[config.mk]
export PLATFORM = sky130hd
export DESIGN_NAME = median_of_ten_load_cell_weigher
export DESIGN_NICKNAME = d
export VERILOG_FILES = /design/src/rtl/mtlw_pkg.sv /design/src/rtl/mtlw_sort_cell.sv /design/src/rtl/mtlw_divider.sv /design/src/rtl/median_of_ten_load_cell_weigher.sv
export SDC_FILE = /design/constraint.sdc
export NUM_CORES = 1
export LEC_CHECK = 0
export ABC_AREA = 0
export BUFFER_PORTS_ARGS = -buffer_cell sky130_fd_sc_hd__buf_4
export CORE_ASPECT_RATIO = 0.8
export CORE_MARGIN = 2
export CORE_UTILIZATION = 35
export DETAILED_ROUTE_END_ITERATION = 16
export MAX_ROUTING_LAYER = met4
export SLEW_MARGIN = 20
export SYNTH_ARGS = -nofsm -noshare
export SYNTH_HDL_FRONTEND = slang
export SYNTH_SLANG_ARGS = --single-unit
[constraint.sdc]
create_clock -name clock -period 7.6 [get_ports clock]
set_clock_uncertainty 0.05 [all_clocks]
set_input_delay 0.76 -clock clock [delete_from_list [all_inputs] [get_ports clock]]
set_output_delay 0.76 -clock clock [all_outputs]
set_load 0.03 [all_outputs]
[src/rtl/mtlw_pkg.sv]
// Shared types and constants for the median-of-ten load cell weigher.
package mtlw_pkg;

   // configuration register map
   localparam int TARE_BITS = 24;
   localparam int CPG_BITS = 32;
   localparam int CSR_DATA_BITS = 32;
   localparam int CSR_ADDR_BITS = 3;
   localparam logic [CPG_BITS-1:0] CPG_RESET = 32'd256;

   typedef enum logic {
      CSR_TARE_OFFSET     = 1'b0,
      CSR_COUNTS_PER_GRAM = 1'b1
   } csr_index_type;

   // 2 * 2560 = 4096 + 1024: doubled tenths-of-gram scale as two shifts
   localparam int SCALE_SHIFT_HI = 12;
   localparam int SCALE_SHIFT_LO = 10;
   localparam int SCALE_GROWTH = 14;

   typedef struct packed {
      logic start;
   } div_ctrl_type;

   typedef struct packed {
      logic busy;
      logic done;
   } div_stat_type;

endpackage

[src/rtl/mtlw_sort_cell.sv]
// One cell of the insertion sorting chain: holds one sorted sample and its valid bit.
module mtlw_sort_cell #(
   parameter int W = 24
) (
   input  logic                clock,
   input  logic                reset,
   input  logic                flush,
   input  logic                insert,
   input  logic signed [W-1:0] new_value,
   input  logic                left_valid,
   input  logic signed [W-1:0] left_value,
   output logic                valid,
   output logic signed [W-1:0] value
);

   logic                valid_ff, valid_in;
   logic signed [W-1:0] value_ff, value_in;
   logic                cur_valid;
   logic                here_below;
   logic                left_below;

   // a flushed chain looks empty to the beat arriving in the same cycle
   assign cur_valid  = valid_ff & ~flush;
   assign here_below = !cur_valid || (new_value < value_ff);
   assign left_below = !left_valid || (new_value < left_value);

   always_comb begin
      valid_in = cur_valid;
      value_in = value_ff;
      if (insert) begin
         valid_in = cur_valid | left_valid;
         if (here_below) begin
            // shift right if the new sample lands further left, else take it
            value_in = left_below ? left_value : new_value;
         end
      end
   end

   always_ff @(posedge clock) begin
      if (reset) begin
         valid_ff <= 1'b0;
      end else begin
         valid_ff <= valid_in;
      end
      value_ff <= value_in;
   end

   assign valid = cur_valid;
   assign value = value_ff;

endmodule

[src/rtl/mtlw_divider.sv]
// Bit-serial restoring divider, one quotient bit per cycle.
module mtlw_divider import mtlw_pkg::*; #(
   parameter int N_W = 39,
   parameter int D_W = 33
) (
   input  logic           clock,
   input  logic           reset,
   input  div_ctrl_type   ctrl,
   input  logic [N_W-1:0] num,
   input  logic [D_W-1:0] den,
   output div_stat_type   stat,
   output logic [N_W-1:0] quotient
);

   localparam int CNT_W = $clog2(N_W);

   logic [N_W-1:0]   quo_ff, quo_in;
   logic [D_W-1:0]   rem_ff, rem_in;
   logic [D_W-1:0]   den_ff, den_in;
   logic [CNT_W-1:0] cnt_ff, cnt_in;
   logic             busy_ff, busy_in;
   logic             done_ff, done_in;
   logic [D_W:0]     trial;
   logic             fits;

   assign trial = {rem_ff, quo_ff[N_W-1]};
   assign fits  = trial >= {1'b0, den_ff};

   always_comb begin
      quo_in  = quo_ff;
      rem_in  = rem_ff;
      den_in  = den_ff;
      cnt_in  = cnt_ff;
      busy_in = busy_ff;
      done_in = 1'b0;
      if (ctrl.start) begin
         quo_in  = num;
         rem_in  = '0;
         den_in  = den;
         cnt_in  = CNT_W'(N_W - 1);
         busy_in = 1'b1;
      end else if (busy_ff) begin
         rem_in = fits ? D_W'(trial - {1'b0, den_ff}) : trial[D_W-1:0];
         quo_in = {quo_ff[N_W-2:0], fits};
         cnt_in = cnt_ff - 1'b1;
         if (cnt_ff == '0) begin
            busy_in = 1'b0;
            done_in = 1'b1;
         end
      end
   end

   always_ff @(posedge clock) begin
      if (reset) begin
         busy_ff <= 1'b0;
         done_ff <= 1'b0;
      end else begin
         busy_ff <= busy_in;
         done_ff <= done_in;
      end
      quo_ff <= quo_in;
      rem_ff <= rem_in;
      den_ff <= den_in;
      cnt_ff <= cnt_in;
   end

   assign stat.busy = busy_ff;
   assign stat.done = done_ff;
   assign quotient  = quo_ff;

endmodule

[src/rtl/median_of_ten_load_cell_weigher.sv]
// Median-of-group load cell weigher: sorting cell chain, tare/scale stage and divider.
// Each raw sample beat is inserted into a chain of GROUP_SIZE sorting cells. The beat
// that completes a group is followed by a scaling pass run by the bit-serial divider,
// which yields one quotient bit per cycle; the first samples of the next group are taken
// during that pass, but its last sample is held off until the engine is free and the
// previous result beat has been taken. The result is round(diff * 2560 / counts_per_gram)
// in tenths of a gram, rounded half away from zero and clipped to 32-bit signed with
// rsp_saturated set. A counts_per_gram of zero acts as one. Registers: tare_offset at
// byte 0, counts_per_gram at byte 4; write them only while no group is in flight.
module median_of_ten_load_cell_weigher import mtlw_pkg::*; #(
   parameter int GROUP_SIZE  = 10,
   parameter int SAMPLE_BITS = 24
) (
   input  logic                          clock,
   input  logic                          reset,
   input  logic                          req_valid,
   output logic                          req_stall,
   input  logic signed [SAMPLE_BITS-1:0] req_raw_sample,
   output logic                          rsp_valid,
   input  logic                          rsp_stall,
   output logic signed [31:0]            rsp_weight_tenths,
   output logic                          rsp_saturated,
   input  logic                          psel,
   input  logic                          penable,
   input  logic                          pwrite,
   input  logic [CSR_ADDR_BITS-1:0]      paddr,
   input  logic [CSR_DATA_BITS-1:0]      pwdata,
   output logic [CSR_DATA_BITS-1:0]      prdata,
   output logic                          pready
);

   localparam int MED    = GROUP_SIZE / 2;
   localparam int CNT_W  = $clog2(GROUP_SIZE);
   localparam int DIFF_W = ((SAMPLE_BITS > TARE_BITS) ? SAMPLE_BITS : TARE_BITS) + 1;
   localparam int N_W    = DIFF_W + SCALE_GROWTH;
   localparam int D_W    = CPG_BITS + 1;
   localparam logic [N_W-1:0] POS_MAX = N_W'(64'h7FFF_FFFF);
   localparam logic [N_W-1:0] NEG_MAX = N_W'(64'h8000_0000);
   localparam logic signed [SAMPLE_BITS-1:0] MOST_NEG = {1'b1, {(SAMPLE_BITS-1){1'b0}}};

   typedef enum logic [2:0] {
      S_IDLE   = 3'b001,
      S_SCALE  = 3'b010,
      S_DIVIDE = 3'b100
   } state_type;

   // configuration
   logic signed [TARE_BITS-1:0] tare_ff, tare_in;
   logic [CPG_BITS-1:0]         cpg_ff, cpg_in;
   logic                        csr_write;

   // sample side
   logic [CNT_W-1:0]            count_ff, count_in;
   logic                        group_done_ff, group_done_in;
   logic                        req_accept;
   logic [GROUP_SIZE-1:0]       cell_valid;
   logic signed [SAMPLE_BITS-1:0] cell_value [GROUP_SIZE];

   // scaling engine
   state_type                   state_ff, state_in;
   logic                        neg_ff, neg_in;
   logic [DIFF_W-1:0]           mag_ff, mag_in;
   logic [CPG_BITS-1:0]         den_ff, den_in;
   logic signed [DIFF_W-1:0]    diff;
   div_ctrl_type                div_ctrl;
   div_stat_type                div_stat;
   logic [N_W-1:0]              div_num;
   logic [N_W-1:0]              quotient;

   // result register
   logic                        rsp_valid_ff, rsp_valid_in;
   logic signed [31:0]          weight_ff, weight_in;
   logic                        sat_ff, sat_in;

   // ---------------- configuration port ----------------
   assign pready    = 1'b1;
   assign csr_write = psel & penable & pwrite & pready;

   always_comb begin
      tare_in = tare_ff;
      cpg_in  = cpg_ff;
      if (csr_write) begin
         unique case (csr_index_type'(paddr[2]))
            CSR_TARE_OFFSET:     tare_in = pwdata[TARE_BITS-1:0];
            CSR_COUNTS_PER_GRAM: cpg_in  = pwdata[CPG_BITS-1:0];
            default:             ;
         endcase
      end
   end

   always_comb begin
      unique case (csr_index_type'(paddr[2]))
         CSR_TARE_OFFSET:     prdata = CSR_DATA_BITS'(tare_ff);
         CSR_COUNTS_PER_GRAM: prdata = CSR_DATA_BITS'(cpg_ff);
         default:             prdata = '0;
      endcase
   end

   // ---------------- sample side ----------------
   // hold the group's last beat until the engine and result register are free
   assign req_stall  = (count_ff == CNT_W'(GROUP_SIZE - 1)) &&
                       ((state_ff != S_IDLE) || rsp_valid_ff || group_done_ff);
   assign req_accept = req_valid & ~req_stall;

   always_comb begin
      count_in      = count_ff;
      group_done_in = 1'b0;
      if (req_accept) begin
         if (count_ff == CNT_W'(GROUP_SIZE - 1)) begin
            count_in      = '0;
            group_done_in = 1'b1;
         end else begin
            count_in = count_ff + 1'b1;
         end
      end
   end

   for (genvar i = 0; i < GROUP_SIZE; i++) begin : g_cell
      logic                          left_valid;
      logic signed [SAMPLE_BITS-1:0] left_value;
      if (i == 0) begin : g_head
         assign left_valid = 1'b1;
         assign left_value = MOST_NEG;
      end else begin : g_body
         assign left_valid = cell_valid[i-1];
         assign left_value = cell_value[i-1];
      end
      mtlw_sort_cell #(
         .W(SAMPLE_BITS)
      ) u_cell (
         .clock      (clock),
         .reset      (reset),
         .flush      (group_done_ff),
         .insert     (req_accept),
         .new_value  (req_raw_sample),
         .left_valid (left_valid),
         .left_value (left_value),
         .valid      (cell_valid[i]),
         .value      (cell_value[i])
      );
   end

   // ---------------- scaling engine ----------------
   assign diff    = DIFF_W'(cell_value[MED]) - DIFF_W'(tare_ff);
   assign div_num = (N_W'(mag_ff) << SCALE_SHIFT_HI) + (N_W'(mag_ff) << SCALE_SHIFT_LO) +
                    N_W'(den_ff);

   always_comb begin
      state_in       = state_ff;
      neg_in         = neg_ff;
      mag_in         = mag_ff;
      den_in         = den_ff;
      div_ctrl.start = 1'b0;
      unique case (state_ff)
         S_IDLE: begin
            if (group_done_ff) begin
               neg_in   = diff[DIFF_W-1];
               mag_in   = diff[DIFF_W-1] ? DIFF_W'(-diff) : DIFF_W'(diff);
               den_in   = (cpg_ff == '0) ? CPG_BITS'(1) : cpg_ff;
               state_in = S_SCALE;
            end
         end
         S_SCALE: begin
            div_ctrl.start = 1'b1;
            state_in       = S_DIVIDE;
         end
         S_DIVIDE: begin
            if (div_stat.done) begin
               state_in = S_IDLE;
            end
         end
         default: state_in = S_IDLE;
      endcase
   end

   mtlw_divider #(
      .N_W(N_W),
      .D_W(D_W)
   ) u_divider (
      .clock    (clock),
      .reset    (reset),
      .ctrl     (div_ctrl),
      .num      (div_num),
      .den      ({den_ff, 1'b0}),
      .stat     (div_stat),
      .quotient (quotient)
   );

   // ---------------- result register ----------------
   always_comb begin
      rsp_valid_in = rsp_valid_ff & rsp_stall;
      weight_in    = weight_ff;
      sat_in       = sat_ff;
      if (div_stat.done && state_ff == S_DIVIDE) begin
         rsp_valid_in = 1'b1;
         if (neg_ff) begin
            sat_in    = quotient > NEG_MAX;
            weight_in = sat_in ? 32'sh8000_0000 : 32'(32'd0 - quotient[31:0]);
         end else begin
            sat_in    = quotient > POS_MAX;
            weight_in = sat_in ? 32'sh7FFF_FFFF : 32'(quotient[31:0]);
         end
      end
   end

   always_ff @(posedge clock) begin
      if (reset) begin
         tare_ff       <= '0;
         cpg_ff        <= CPG_RESET;
         count_ff      <= '0;
         group_done_ff <= 1'b0;
         state_ff      <= S_IDLE;
         rsp_valid_ff  <= 1'b0;
      end else begin
         tare_ff       <= tare_in;
         cpg_ff        <= cpg_in;
         count_ff      <= count_in;
         group_done_ff <= group_done_in;
         state_ff      <= state_in;
         rsp_valid_ff  <= rsp_valid_in;
      end
      neg_ff    <= neg_in;
      mag_ff    <= mag_in;
      den_ff    <= den_in;
      weight_ff <= weight_in;
      sat_ff    <= sat_in;
   end

   assign rsp_valid         = rsp_valid_ff;
   assign rsp_weight_tenths = weight_ff;
   assign rsp_saturated     = sat_ff;

   // ---------------- assertions ----------------
   a_fill_matches_count: assert property (@(posedge clock) disable iff (reset)
      $countones(cell_valid) == int'(count_ff))
      else $error("sorting chain fill does not match sample count");

   a_engine_free_on_group: assert property (@(posedge clock) disable iff (reset)
      group_done_ff |-> (state_ff == S_IDLE) && !rsp_valid_ff)
      else $error("group completed while engine or result busy");

   a_result_from_divider: assert property (@(posedge clock) disable iff (reset)
      $rose(rsp_valid_ff) |-> $past(state_ff == S_DIVIDE) && $past(div_stat.done))
      else $error("result raised without a finished division");

   a_done_only_in_divide: assert property (@(posedge clock) disable iff (reset)
      div_stat.done |-> state_ff == S_DIVIDE)
      else $error("divider finished outside the divide state");

   a_saturated_value: assert property (@(posedge clock) disable iff (reset)
      (rsp_valid_ff && sat_ff) |->
         (weight_ff == 32'sh7FFF_FFFF) || (weight_ff == 32'sh8000_0000))
      else $error("saturated flag with unclipped weight");

endmodule
==> results.json <==
{
  "synthToLayoutAreaGrowth_pct": 13.06,
  "gp_congestion": 0.8704,
  "slew_violations": 0,
  "multi_input_area_um2": 13100,
  "layout_setup_ws_ns": 2.759,
  "path_max_fanout": 33,
  "relSlewSlack_pct": 22.95,
  "synth_flop_cell": "edfxtp_1",
  "synth_edf_count": 306,
  "synth.distinct_cells": 80,
  "overflow": 0,
  "cap_violations": 0,
  "fin_setup_tns_ns": 0,
  "synth_area_per_cell_um2": 9.797,
  "synth_seq_area_share_pct": 44.26,
  "ctsResizeCount": 0,
  "finalCriticalPeriod_ns": 4.841,
  "io_pins": 134,
  "async_flop_share_pct": 0,
  "rsz0062_at_grt": "false",
  "hold_buffers": 0,
  "worst_setup_path_start_kind": "register",
  "stdcell_count": 3686,
  "wl_um": 61710,
  "cts_made_buffers": 44,
  "die_w_um": 307.7,
  "yosysWarnings": 0,
  "grt_pass1_wl_um": 99040,
  "grtUsageTotal_pct": 16.72,
  "rows": 89,
  "io_buffers": 130,
  "finalSetupViolations": 0,
  "drt-vias-per-instance": 5.125,
  "grt_max_degree": 78,
  "vias": 18890,
  "detailed_place_hpwl_um": 46500,
  "drtIter0Drc": 1220,
  "worstSetupPathType": "register to register",
  "ys_ff_latch": 418,
  "start_util_pct": 35.19,
  "antenna_cells": 0,
  "status": "finished clean",
  "hold_violations": 0,
  "endpoint_kind": "register",
  "clock_path_buffers": 3,
  "h-tree-depth": 2,
  "cts_setup_buffers": 0,
  "drive_gt1_share_pct": 13.62,
  "totalPowerFinal_mw": 5.593,
  "ir_worst_vdd_uv": 173.5,
  "final_cell_area_um2": 29200,
  "clk_latency_ns": 0.58,
  "clk_pin_slew_ns": 0.06,
  "placeableCoreArea_um2": 73380,
  "first_global_vias": 18030,
  "dpl_cell_area_um2": 27690,
  "pre_cts_ws_ns": 2.841,
  "syn-num-nets": 2954,
  "leakage_nw": 11.90,
  "tightest_slew_ns": 1.156,
  "cts-root-buf": "clkbuf_16",
  "wire_per_inst_um": 16.74,
  "firstDrtPassIters": 5,
  "cts_sinks": 418,
  "crit_arrival_ns": 5.12,
  "power.density_nw_per_um2": 191.5,
  "antenna_found_initial": 0,
  "holdCritPathClass": "input port to register",
  "drt.antenna.violating_nets": 0,
  "die_area_um2": 75990,
  "netlist_area_um2": 25830,
  "nets": 3017,
  "die_height_um": 247.0,
  "cts_tree": "built",
  "seq_area_um2": 11430,
  "place_inst": 3606,
  "min_period_over_period_pct": 63.70,
  "num-fill-cells": 7136,
  "cp_data_required_time_ns": 7.88,
  "synthCells": 2636,
  "fmax_mhz": 206.6,
  "drc_errors": 0
}
[layout make-up]
class                           instances  share of cell area, %
Tap cell                              955                  4.092
Timing Repair Buffer                  148                  3.887
Clock inverter                         14                 0.5185
Multi-Input combinational cell       1850                  44.86
Clock buffer                           64                  4.448
Inverter                              237                  3.047
Sequential cell                       418                  39.15
[critical path, cell delays in order, from the launching register on]
cell,delay (ns)
edfxtp_1,0.46
inv_1,0.12
ha_1,0.19
nor4b_1,0.71
nand4_1,0.38
nor4_2,0.45
nand3_1,0.22
or4_1,0.43
a21o_1,0.19
buf_4,0.23
or2_1,0.60
o311ai_1,0.56
[sequential cells by signal (all words and copies together) (netlist names), 3 cells and up]
name and count:
g_cell.u_cell.value 144, u_divider.quotient 39, u_divider.rem_ff 33, cpg_ff 32, den_ff 32, rsp_weight_tenths 32, u_divider.den_ff 32, mag_ff 25
tare_ff 24, g_cell.u_cell.valid_ff 6, u_divider.cnt_ff 6, count_ff 4, state_ff 3
[cells in the final DEF, fill, tap and decap left out, drive strengths merged, types with 23 or more instances in the layout]
master  count
nand3      29
nand4      36
a31oi      35
dfxtp     112
ha        229
a21o       71
fa         23
nand2     345
nor2b      34
nor4       23
xor2       34
xnor2      50
buf       148
o21ai     175
edfxtp    306
o311ai     29
clkbuf     64
inv       238
nor3       45
a21oi     202
mux2      121
nor2      114
[through the flow]
| stage | utilization [%] | hold slack (ns) |
|---|---|---|
| after global routing | 39.79 | 0.3536 |
| after floorplan | - | 0.3762 |
| final | 39.79 | 0.3722 |
| after detailed placement | 37.73 | 0.3965 |
| after global placement | 37.73 | 0.3924 |
| after CTS | 39.71 | 0.3277 |
[routing by layer]
metal | routed length, um | GRT usage (%) | vias up
met5 | 0 | - | -
met2 | 27500 | 25.85 | 352
li1 | - | - | 9647
met1 | 30170 | 23.12 | 8818
met4 | 1228 | 3.888 | 0
met3 | 2802 | 2.477 | 75
[logic make-up (layout without fill, tap and decap cells)]
family	count (synthesis)	count (layout)	synth area share (%)
flops	418	418	44.26
xor+xnor	84	84	2.849
other cells	1	1	0.01452
mux	130	130	5.625
simple gates	741	741	13.66
fa+ha+maj	252	252	12.88
compound gates	642	642	15.33
buf+inv	368	463	5.383
[synthesized netlist by cell type (7+ instances only)]
master	number	area (um^2)
ha_1	229	2865
xnor2_1	50	437.9
a211oi_1	19	142.6
o311ai_1	20	175.2
a31oi_1	35	219.0
nand3b_1	8	60.06
and2_1	10	62.56
or3_1	13	81.33
nand4_1	36	225.2
a21oi_1	202	1011
nor2b_1	34	212.7
mux2_2	121	1363
buf_1	7	26.28
o21ai_0	173	865.8
o21a_1	15	112.6
xor2_1	34	297.8
mux2i_1	9	90.09
and3_1	17	106.4
a21o_1	71	533.0
nand2b_1	19	118.9
o211ai_1	10	75.07
dfxtp_1	112	2242
nand2_1	345	1295
nor4b_1	7	61.31
nor2_1	114	427.9
nor3_1	44	220.2
o31ai_1	9	67.56
nand3_1	29	145.1
inv_1	235	882.1
clkbuf_1	119	446.7
o311ai_0	9	78.83
nor4_1	22	137.6
fa_1	23	460.4
edfxtp_1	306	9189
o21bai_1	11	82.58
or2_2	7	43.79
[path summary, 6_finish.rpt]
check	from	to	slack, ns	cells after the start
worst max-delay path	u_divider.quotient[0]$_DFFE_PP_	rsp_weight_tenths[26]$_DFFE_PP_	2.76	11
worst max register to register	u_divider.quotient[0]$_DFFE_PP_	rsp_weight_tenths[26]$_DFFE_PP_	2.76	11
worst min-delay path	rsp_stall	rsp_valid$_SDFF_PP0_	0.37	3
worst min register to register	tare_ff[19]$_SDFFE_PP0P_	tare_ff[19]$_SDFFE_PP0P_	0.40	2
[where the power goes]
group	internal, mW	switching [mW]
combinational	0.339	0.437
sequential	2.56	0.0497
clock	1.29	0.925
Note: power is estimated with default switching activity, not from simulation.
